$ cat src/rtl/canmob_pkg.sv
// ----------------------------------------------------------------------------
// canmob_pkg: shared types for the CAN message object bank
// Entry layout, operation and event codes, and the cell-to-cell structs.
// ----------------------------------------------------------------------------
package canmob_pkg;

  localparam int unsigned ID_W   = 11;
  localparam int unsigned LEN_W  = 4;
  localparam int unsigned MODE_W = 2;
  localparam int unsigned IDX_W  = 3;
  localparam int unsigned MOB_W  = 3;
  localparam int unsigned OP_W   = 3;
  localparam int unsigned EV_W   = 3;
  localparam int unsigned CELL_W = 4;

  typedef enum logic [OP_W-1:0] {
    OP_SELECT = 3'd0,
    OP_CONFIG = 3'd1,
    OP_ID     = 3'd2,
    OP_MASK   = 3'd3,
    OP_DATA   = 3'd4,
    OP_RECV   = 3'd5,
    OP_QUERY  = 3'd6
  } op_e;

  typedef enum logic [EV_W-1:0] {
    EV_DONE = 3'd0,
    EV_TX   = 3'd1,
    EV_HIT  = 3'd2,
    EV_MISS = 3'd3,
    EV_SEND = 3'd4
  } event_e;

  typedef enum logic [MODE_W-1:0] {
    MODE_OFF = 2'd0,
    MODE_TX  = 2'd1,
    MODE_RX  = 2'd2,
    MODE_BUF = 2'd3
  } mode_e;

  typedef struct packed {
    logic [ID_W-1:0]   id;
    logic [ID_W-1:0]   mask;
    logic [LEN_W-1:0]  length;
    logic [MODE_W-1:0] mode;
    logic [IDX_W-1:0]  index;
  } entry_t;

  // broadcast to every cell
  typedef struct packed {
    logic [MOB_W-1:0] sel_mob;
    logic [ID_W-1:0]  rx_id;
  } req_t;

  typedef struct packed {
    logic             we;
    logic [MOB_W-1:0] page;
    entry_t           entry;
  } commit_t;

  // passed from cell to cell
  typedef struct packed {
    logic              found;
    logic [CELL_W-1:0] idx;
    entry_t            sel;
  } chain_t;

endpackage

$ cat src/rtl/canmob_cell.sv
// ----------------------------------------------------------------------------
// canmob_cell: one message object
// Holds one entry, takes commits for its page, adds itself to the
// first-match receive chain and to the select read chain.
// ----------------------------------------------------------------------------
module canmob_cell #(
  parameter int unsigned Idx = 0
) (
  input  logic               clk_i,
  input  logic               rst_ni,
  input  canmob_pkg::req_t    req_i,
  input  canmob_pkg::commit_t commit_i,
  input  canmob_pkg::chain_t  chain_i,
  output canmob_pkg::chain_t  chain_o
);

  canmob_pkg::entry_t entry_q, entry_d;
  logic               match;
  logic               selected;

  assign selected = (int'(req_i.sel_mob) == int'(Idx));
  assign match = (entry_q.mode == canmob_pkg::MODE_RX) &&
                 ((req_i.rx_id & entry_q.mask) == (entry_q.id & entry_q.mask));

  always_comb begin
    entry_d = entry_q;
    if (commit_i.we && (int'(commit_i.page) == int'(Idx))) begin
      entry_d = commit_i.entry;
    end
  end

  always_comb begin
    chain_o = chain_i;
    if (!chain_i.found && match) begin
      chain_o.found = 1'b1;
      chain_o.idx   = canmob_pkg::CELL_W'(Idx);
    end
    if (selected) begin
      chain_o.sel = entry_q;
    end
  end

  always_ff @(posedge clk_i or negedge rst_ni) begin
    if (!rst_ni) begin
      entry_q <= '0;
    end else begin
      entry_q <= entry_d;
    end
  end

endmodule

$ cat src/rtl/can_message_object_bank.sv
// ----------------------------------------------------------------------------
// can_message_object_bank: paged bank of CAN message objects
// Path: the item register loads at input accept; once the output register is
// free or being drained, one pass through the row of object cells loads the
// output register. A stalled output holds the item in the item register.
// A new item is taken only after the single item register has emptied.
// Reset: all objects, the view, page, busy flag cleared; auto increment on.
// ----------------------------------------------------------------------------
module can_message_object_bank #(
  parameter int unsigned NUM_OBJECTS = 6,
  parameter int unsigned DATA_BYTES  = 8
) (
  input  logic        clk_i,
  input  logic        rst_ni,
  // mob_number[2:0], mode_bits[4:3], frame_length[8:5], frame_id[19:9],
  // mask_value[30:20]
  input  logic [31:0] s_axis_tdata,
  // operation[2:0]
  input  logic [2:0]  s_axis_tuser,
  input  logic        s_axis_tvalid,
  output logic        s_axis_tready,
  // hit_mob[2:0], out_id[13:3], out_length[17:14], tx_busy[18],
  // view_index[21:19]
  output logic [23:0] m_axis_tdata,
  // event_res[2:0]
  output logic [2:0]  m_axis_tuser,
  output logic        m_axis_tvalid,
  input  logic        m_axis_tready,
  input  logic        psel,
  input  logic        penable,
  input  logic        pwrite,
  input  logic [2:0]  paddr,
  input  logic [31:0] pwdata,
  output logic [31:0] prdata,
  output logic        pready
);

  localparam int unsigned IdW  = canmob_pkg::ID_W;
  localparam int unsigned LenW = canmob_pkg::LEN_W;
  localparam int unsigned IxW  = canmob_pkg::IDX_W;
  localparam int unsigned MobW = canmob_pkg::MOB_W;

  // configuration
  logic auto_inc_q;
  logic cfg_wr;

  assign pready = 1'b1;
  assign cfg_wr = psel && penable && pwrite && pready;
  assign prdata = (paddr[2] == 1'b0) ? {31'b0, auto_inc_q} : '0;

  // item register
  logic                            pend_valid_q;
  logic [canmob_pkg::OP_W-1:0]     p_op_q;
  logic [MobW-1:0]                 p_mob_q;
  logic [canmob_pkg::MODE_W-1:0]   p_mode_q;
  logic [LenW-1:0]                 p_len_q;
  logic [IdW-1:0]                  p_id_q;
  logic [IdW-1:0]                  p_mask_q;
  logic                            in_acc;
  logic                            fire;

  // view and bank state
  logic [MobW-1:0]               page_q, page_d;
  logic [IdW-1:0]                vid_q, vid_d;
  logic [IdW-1:0]                vmask_q, vmask_d;
  logic [LenW-1:0]               vlen_q, vlen_d;
  logic [canmob_pkg::MODE_W-1:0] vmode_q, vmode_d;
  logic [IxW-1:0]                vidx_q, vidx_d;
  logic                          busy_q, busy_d;

  // output register
  logic                   out_valid_q;
  canmob_pkg::event_e     ev_q, ev_d;
  logic [MobW-1:0]        hit_q, hit_d;
  logic [IdW-1:0]         oid_q, oid_d;
  logic [LenW-1:0]        olen_q, olen_d;

  canmob_pkg::req_t    req;
  canmob_pkg::commit_t commit;
  canmob_pkg::chain_t  chain [NUM_OBJECTS+1];
  logic                query;

  assign s_axis_tready = !pend_valid_q;
  assign in_acc        = s_axis_tvalid && s_axis_tready;
  assign fire          = pend_valid_q && (!out_valid_q || m_axis_tready);

  assign m_axis_tvalid = out_valid_q;
  assign m_axis_tuser  = ev_q;
  assign m_axis_tdata  = {2'b00, vidx_q, busy_q, olen_q, oid_q, hit_q};

  assign req.sel_mob = p_mob_q;
  assign req.rx_id   = p_id_q;
  assign chain[0]    = '0;

  for (genvar g = 0; g < NUM_OBJECTS; g++) begin : g_cell
    canmob_cell #(
      .Idx(g)
    ) u_cell (
      .clk_i   (clk_i),
      .rst_ni  (rst_ni),
      .req_i   (req),
      .commit_i(commit),
      .chain_i (chain[g]),
      .chain_o (chain[g+1])
    );
  end

  always_comb begin
    page_d       = page_q;
    vid_d        = vid_q;
    vmask_d      = vmask_q;
    vlen_d       = vlen_q;
    vmode_d      = vmode_q;
    vidx_d       = vidx_q;
    busy_d       = busy_q;
    ev_d         = canmob_pkg::EV_DONE;
    hit_d        = page_q;
    query        = 1'b0;
    commit.we    = 1'b0;
    commit.page  = page_q;
    commit.entry = '{id: vid_q, mask: vmask_q, length: vlen_q, mode: vmode_q,
                     index: vidx_q};
    unique case (p_op_q)
      canmob_pkg::OP_SELECT: begin
        if (int'(p_mob_q) < int'(NUM_OBJECTS)) begin
          commit.we = fire;
          page_d    = p_mob_q;
          if (p_mob_q != page_q) begin
            vid_d   = chain[NUM_OBJECTS].sel.id;
            vmask_d = chain[NUM_OBJECTS].sel.mask;
            vlen_d  = chain[NUM_OBJECTS].sel.length;
            vmode_d = chain[NUM_OBJECTS].sel.mode;
            vidx_d  = chain[NUM_OBJECTS].sel.index;
          end
        end
        hit_d = page_d;
      end
      canmob_pkg::OP_CONFIG: begin
        vmode_d             = p_mode_q;
        vlen_d              = p_len_q;
        commit.we           = fire;
        commit.entry.mode   = p_mode_q;
        commit.entry.length = p_len_q;
        if (p_mode_q == canmob_pkg::MODE_TX) begin
          busy_d = 1'b1;
          ev_d   = canmob_pkg::EV_TX;
        end
      end
      canmob_pkg::OP_ID: vid_d = p_id_q;
      canmob_pkg::OP_MASK: vmask_d = p_mask_q;
      canmob_pkg::OP_DATA: begin
        if (auto_inc_q) begin
          vidx_d = (vidx_q == IxW'(DATA_BYTES - 1)) ? '0 : vidx_q + 1'b1;
        end
      end
      canmob_pkg::OP_RECV: begin
        ev_d  = canmob_pkg::EV_MISS;
        hit_d = '0;
        if (chain[NUM_OBJECTS].found) begin
          vlen_d = p_len_q;
          vid_d  = p_id_q;
          ev_d   = canmob_pkg::EV_HIT;
          hit_d  = chain[NUM_OBJECTS].idx[MobW-1:0];
        end
      end
      canmob_pkg::OP_QUERY: begin
        ev_d  = canmob_pkg::EV_SEND;
        hit_d = p_mob_q;
        query = 1'b1;
      end
      default: ;
    endcase
    oid_d  = query ? chain[NUM_OBJECTS].sel.id : vid_d;
    olen_d = query ? chain[NUM_OBJECTS].sel.length : vlen_d;
  end

  always_ff @(posedge clk_i or negedge rst_ni) begin
    if (!rst_ni) begin
      auto_inc_q   <= 1'b1;
      pend_valid_q <= 1'b0;
      out_valid_q  <= 1'b0;
      page_q       <= '0;
      vid_q        <= '0;
      vmask_q      <= '0;
      vlen_q       <= '0;
      vmode_q      <= '0;
      vidx_q       <= '0;
      busy_q       <= 1'b0;
    end else begin
      if (cfg_wr && (paddr[2] == 1'b0)) begin
        auto_inc_q <= pwdata[0];
      end
      if (in_acc) begin
        pend_valid_q <= 1'b1;
      end else if (fire) begin
        pend_valid_q <= 1'b0;
      end
      if (fire) begin
        out_valid_q <= 1'b1;
        page_q      <= page_d;
        vid_q       <= vid_d;
        vmask_q     <= vmask_d;
        vlen_q      <= vlen_d;
        vmode_q     <= vmode_d;
        vidx_q      <= vidx_d;
        busy_q      <= busy_d;
      end else if (m_axis_tready) begin
        out_valid_q <= 1'b0;
      end
    end
  end

  always_ff @(posedge clk_i) begin
    if (in_acc) begin
      p_op_q   <= s_axis_tuser;
      p_mob_q  <= s_axis_tdata[2:0];
      p_mode_q <= s_axis_tdata[4:3];
      p_len_q  <= s_axis_tdata[8:5];
      p_id_q   <= s_axis_tdata[19:9];
      p_mask_q <= s_axis_tdata[30:20];
    end
    if (fire) begin
      ev_q   <= ev_d;
      hit_q  <= hit_d;
      oid_q  <= oid_d;
      olen_q <= olen_d;
    end
  end

  a_pend_held: assert property (@(posedge clk_i) disable iff (!rst_ni)
    (pend_valid_q && out_valid_q && !m_axis_tready) |=> pend_valid_q)
    else $error("pending item dropped while output stalled");

  a_busy_sticky: assert property (@(posedge clk_i) disable iff (!rst_ni)
    busy_q |=> busy_q)
    else $error("tx busy flag cleared");

  a_page_range: assert property (@(posedge clk_i) disable iff (!rst_ni)
    int'(page_q) < int'(NUM_OBJECTS))
    else $error("current page out of range");

  a_tx_busy: assert property (@(posedge clk_i) disable iff (!rst_ni)
    (out_valid_q && (ev_q == canmob_pkg::EV_TX)) |-> busy_q)
    else $error("transmit request without busy flag");

endmodule

$ cat config.mk
export PLATFORM = sky130hd
export DESIGN_NAME = can_message_object_bank
export DESIGN_NICKNAME = d
export VERILOG_FILES = /design/src/rtl/canmob_pkg.sv /design/src/rtl/canmob_cell.sv /design/src/rtl/can_message_object_bank.sv
export SDC_FILE = /design/constraint.sdc
export NUM_CORES = 1
export LEC_CHECK = 0
export ABC_CLOCK_PERIOD_IN_PS = 3420
export BUFFER_PORTS_ARGS = -buffer_cell sky130_fd_sc_hd__buf_2
export CORE_ASPECT_RATIO = 1.2
export CORE_MARGIN = 2
export CORE_UTILIZATION = 30
export DETAILED_ROUTE_END_ITERATION = 12
export GPL_ROUTABILITY_DRIVEN = 0
export PLACE_DENSITY = 0.48
export REMOVE_ABC_BUFFERS = 1
export SETUP_SLACK_MARGIN = 0.3
export SYNTH_ARGS = -nofsm -noshare
export SYNTH_HDL_FRONTEND = slang
export SYNTH_SLANG_ARGS = --single-unit
$ cat constraint.sdc
create_clock -name clk_i -period 3.42 [get_ports clk_i]
set_clock_uncertainty 0.2 [all_clocks]
set_input_delay 0.171 -clock clk_i [delete_from_list [all_inputs] [get_ports clk_i]]
set_output_delay 0.171 -clock clk_i [all_outputs]
set_load 0.02 [all_outputs]
Word level (Yosys, flattened, before mapping)
Index checks and enable logic that the tools add are counted.

operators by class
  $lt $le $gt $ge = 1
  bitwise gates (word level) = 13
  eq/ne operators = 34
  reduce and logical (&&, ||, !) cells = 43
  mux-type cells = 48
  add/subtract/negate cells = 1

operators by type and width
  cell                                                  number
  two-way mux 31 bit                                    6
  AND 11 bit                                            12
  equality test 11 bit                                  6
  two-way mux 11 bit                                    6
  equality test 3 bit (second input constant)           12
  case mux 11 bit (3 select lines)                      1
  two-way mux 5 bit                                     6
  logical AND 1 bit                                     22
  case mux 11 bit (2 select lines)                      1
  two-way mux 3 bit                                     6
  case mux 3 bit (3 select lines)                       2
  two-way mux 4 bit                                     4
  equality test 2 bit (second input constant)           6
  equality test 3 x 2 -> 1 bit (second input constant)  4
  case mux 4 bit (3 select lines)                       1
  nonzero test 2 bit                                    5
  logical NOT 3 bit                                     3
  two-way mux 1 bit                                     9
  AND reduction 4 bit                                   2
  logical NOT 1 bit                                     7
  two-way mux 6 bit                                     1
  inequality test 2 bit (second input constant)         3
  case mux 3 bit (2 select lines)                       1
  AND reduction 5 bit                                   1
  12 further kinds                                      13

storage, ports and cells
  output and inout port bits = 62
  register bits after elaboration = 279

Logic depth before layout (Yosys ltp)
  word-level depth = 22
  gate-level depth with buffers = 11
  mapped depth without buffers = 7

Modules after synthesis
A second synthesis with hierarchy kept.

second synthesis, totals
  cells, all modules = 1170
  area, all modules = 15102.0 um^2

modules (own cells, without submodules)
  module                              times used  cells each  area an instance (um^2)
  can_message_object_bank             1           397         4600.7
  canmob_cell (g_cell[1].u_cell ...)  2           128         1751.7
  canmob_cell (g_cell[3].u_cell ...)  2           129         1735.4
  canmob_cell (g_cell[0].u_cell)      1           130         1774.2
  canmob_cell (g_cell[4].u_cell)      1           129         1752.9

Worst setup path before layout
OpenSTA, ideal clock, no wires.

  kind = register -> register
  from = reg pend_valid_q
  to = reg p_id_q[0], enable pin
  stages on the path, launching flop included = 2
  library setup time = 429 ps
  clock period less this slack = 2566 ps
  data arrival time = 1936 ps
  setup slack = 854 ps
  path through = dfrtp_1 -> nor2b_1

on the way
  cells in the longest elaborated chain, start to end = 2

ends and longest elaborated chain
  element                 RTL line                        RTL
  from (decl)             can_message_object_bank.sv:52   logic pend_valid_q;
  from (signal assigned)  can_message_object_bank.sv:180  pend_valid_q <= 1'b0;
  from (signal assigned)  can_message_object_bank.sv:194  pend_valid_q <= 1'b1;
  from (signal assigned)  can_message_object_bank.sv:196  pend_valid_q <= 1'b0;
  logical NOT 1 bit       can_message_object_bank.sv:83   assign s_axis_tready = !pend_valid_q;
  logical AND 1 bit       can_message_object_bank.sv:84   assign in_acc = s_axis_tvalid && s_axis_tready;
  via in_acc              can_message_object_bank.sv:59   logic in_acc;
  to (signal assigned)    can_message_object_bank.sv:219  p_id_q <= s_axis_tdata[19:9];
  to (decl)               can_message_object_bank.sv:57   logic [IdW-1:0] p_id_q;

The timed path passes the listed nets, and every way through them passes these cells.
A chain may end at the register's enable or synchronous reset.

Final worst setup path
  from = reg p_id_q[1]
  to = reg oid_q[2] (data pin)

on the way
  cells in the longest elaborated chain, start to end = 22
  elaborated cells on any way between the ends = 37
  classes of those cells = eq/ne (6); mux (9); bitwise (6); reduce/logical (16)

ends and longest elaborated chain
  element                               RTL line                        RTL
  AND 11 bit                            canmob_cell.sv:23               ((req_i.rx_id & entry_q.mask) == (entry_q.id & entry_q.mask));
  equality test 11 bit                  canmob_cell.sv:23
  logical AND 1 bit                     canmob_cell.sv:22               assign match = (entry_q.mode == canmob_pkg::MODE_RX) &&
  two-way mux 5 bit                     canmob_cell.sv:34               if (!chain_i.found && match) begin
  logical NOT 1 bit                     canmob_cell.sv:34
  logical AND 1 bit                     canmob_cell.sv:34
  two-way mux 5 bit                     canmob_cell.sv:34
  logical NOT 1 bit                     canmob_cell.sv:34
  [7 not listed]                        --
  two-way mux 5 bit                     canmob_cell.sv:34
  logical NOT 1 bit                     canmob_cell.sv:34
  logical AND 1 bit                     canmob_cell.sv:34
  two-way mux 5 bit (*)                 canmob_cell.sv:34
  two-way mux 11 bit (*)                can_message_object_bank.sv:159  if (chain[NUM_OBJECTS].found) begin
  case mux 11 bit (3 select lines) (*)  can_message_object_bank.sv:123  unique case (p_op_q)
  two-way mux 11 bit (*)                can_message_object_bank.sv:173  oid_d = query ? chain[NUM_OBJECTS].sel.id : vid_d;
  via oid_d[2]                          can_message_object_bank.sv:75   logic [IdW-1:0] oid_q, oid_d;
  to (signal assigned)                  can_message_object_bank.sv:225  oid_q <= oid_d;
  to (decl)                             can_message_object_bank.sv:75

The timed path passes the listed nets; every way through them passes the cells marked *.

==> impl_metrics.tcl <==
set metrics [dict create \
    clockBufferDepth 3 \
    clkLatencyLatePin_ns 0.54 \
    cp_max_fo 12 \
    arrival_ns 3.18 \
    netlist_instances 1254 \
    cts_tree "yes" \
    status "finished clean" \
    end_kind "register" \
    timing.final.max_slew_violations 0 \
    pin_count 139 \
    final.period_utilization_pct 90.4 \
    grt_max_degree 95 \
    worst_slack_ns 0.330 \
    synthFlopType "dfrtp_1" \
    setup_viol 0 \
    place_area_sq_um 15400 \
    gr-usage-all-layers_pct 18.7 \
    fill_cells 4652 \
    wl_met3_microns 2230 \
    antenna_found_initial 0 \
    synth_area_leaders "dfrtp_1 39%, edfxtp_1 12%, mux2_2 10%" \
    crit_type "reg -> reg" \
    regArea_sq_um 7260 \
    die_width_microns 203 \
    numCtsBuffers 34 \
    grt_overflow_total 0 \
    row_count 87 \
    synth_edf_count 55 \
    initial_core_util_pct 30.3 \
    synthDistinctLibCells 64 \
    multiInputGateArea_sq_um 6400 \
    route.met2.wl_microns 22100 \
    synth_top_cell_by_area "dfrtp_1" \
    hold_viol_final 0 \
    root_buffer "clkbuf_16" \
    drtPass1Iterations 5 \
    drv_cap 0 \
    yosys_warnings 0 \
    rsz0062_at_grt "true" \
    finalPower_mw 13.4 \
    max_freq_mhz 324 \
    syn-cell-area_sq_um 14200 \
    worstPathRequired_ns 3.51 \
    fin_nets 1451 \
    drc 0 \
    layout_commonest_cell "dfrtp_1" \
    wirelength_microns 46400 \
    ys_seq_elements 279 \
    fin_area_sq_um 17000 \
    yosysSeqAreaShare_pct 51.0 \
    portBuffers 70 \
    die_area_sq_um 49200 \
    final_layout_size_suffix_gt1_share_pct 26.7 \
    dpl.hpwl_microns 29400 \
    cts.clk_slew.worst_paths_ns 0.06 \
    drt-vias-per-instance 5.19 \
    grt_pass1_vias 10500 \
    wl_met1_microns 20400 \
    cp-start-kind "register" \
    core_region_area_sq_um 46900 \
    dpl_worst_slack_ns 0.242 \
    relSlewSlack_pct 43.9 \
    final_cell_mix "223 x dfrtp_1, 130 x mux2_2, 125 x nand2_1" \
    finalSetupTns_ns 0 \
    htree_levels 2 \
    wl_per_cell_microns 23.0 \
    hold_path_class "in -> async" \
    drt_iter0_drc 724 \
    min_period_ns 3.09 \
    area_delta_synth_final_pct 19.6 \
    dieHeight_microns 243 \
    p_leak_nw 7.61 \
    clkSinkCount 279 \
    p_per_area_nw_per_um2 790 \
    worst_slew_pin_slew_ns 0.841 \
    utilization_pct 36.3 \
    synth_top_cell_area_share_pct 39.2 \
    ys_async_sr_fraction_pct 80.3 \
    irDropWorstVdd_v 0.000279 \
    highest_layer "met4" \
    grt_pass1_wl_microns 68600 \
    avgSynthCellArea_sq_um 11.3 \
    num_vias 10500 \
    drtAntennaViolNets 0 \
]
through the flow:
stage / hold slack [ns] / cells
after detailed placement: 0.0827 / 1907
after floorplan: -0.325 / 1163
after global routing: 0.114 / 2020
after global placement: 0.0913 / 1907
after CTS: 0.102 / 2012
final: 0.0635 / 2021
cell usage after synthesis, types with 26 or more instances:
cell type  number
mux2i_1        40
a22oi_1        42
a21oi_1        61
xor2_1         67
buf_4          50
mux4_2         26
buf_2          26
mux2_2        130
nand2_1       127
o21ai_0        78
dfrtp_1       223
nor2_1         86
clkbuf_1       37
edfxtp_1       55
state kept, by name (all words and copies together), names as in the netlist, 4 cells and up:
signal                 count
p_mask_q                  11
olen_q                     4
oid_q                     11
vid_q                     11
vlen_q                     4
p_len_q                    4
p_id_q                    11
g_cell.u_cell.entry_q    186
vmask_q                   11
cell families after synthesis:
group,share of synthesized area (%)
multiplexers,17.2
AND/OR/NAND/NOR,8.98
XOR/XNOR,4.24
adder cells (fa/ha/maj),0.176
AO/OA/AOI/OAI,12.8
other,0.0528
flip-flops,51.0
buffers and inverters,5.49
worst max-delay path, cell delays in order (launching register included):
cell and delay (ns):
edfxtp_1 0.57, xor2_1 0.26, a22oi_1 0.32, nand2_1 0.20, o31ai_2 0.51, or4_4 0.40
a31oi_1 0.14, a22o_1 0.22
final cells by class:
cell class	count	share of cell area, %
multi-input cells	868	37.6
well taps	623	4.58
clock buffers	52	6.02
flip-flops and latches	279	42.7
inverters	17	0.405
repair buffers	172	8.22
diodes	1	0.0147
clock inverters	9	0.449
power breakdown:
group	switching, mW	internal (mW)
logic	2.65	1.78
clock network	1.47	2.15
registers	0.958	4.44
final timing paths:
| check | from | end | slack, ns | depth (start not counted) |
|---|---|---|---|---|
| worst max-delay path | p_id_q[1] | oid_q[2] | 0.33 | 7 |
| worst min-delay path | rst_ni | g_cell[5].u_cell.entry_q[28] | 0.06 | 2 |
| worst max register to register | p_id_q[1] | oid_q[2] | 0.33 | 7 |
| worst min register to register | busy_q | busy_q | 0.28 | 1 |
| max in group asynchronous | rst_ni | g_cell[0].u_cell.entry_q[11] | 2.08 | 3 |
| min in group clk_i | s_axis_tdata[30] | p_mask_q[10] | 0.14 | 2 |
metal layers:
| metal | GRT usage, % | up-vias |
|---|---|---|
| li1 | - | 4717 |
| met4 | 6.33 | 0 |
| met2 | 31.0 | 341 |
| met1 | 25.0 | 5326 |
| met3 | 2.65 | 96 |
| met5 | 0 | - |
repair_timing:
| action | in CTS | in global routing |
|---|---|---|
| hold buffers | 39 | 0 |
| pin swaps | 0 | 3 |
| gates resized for setup | 3 | 6 |
| cloned | 0 | 2 |
| setup buffers | 5 | 6 |
| endpoints found under the hold margin | 127 | 0 |
| endpoints found under the setup margin | 5 | 26 |
No activity file was read; power rests on OpenSTA's default activity.
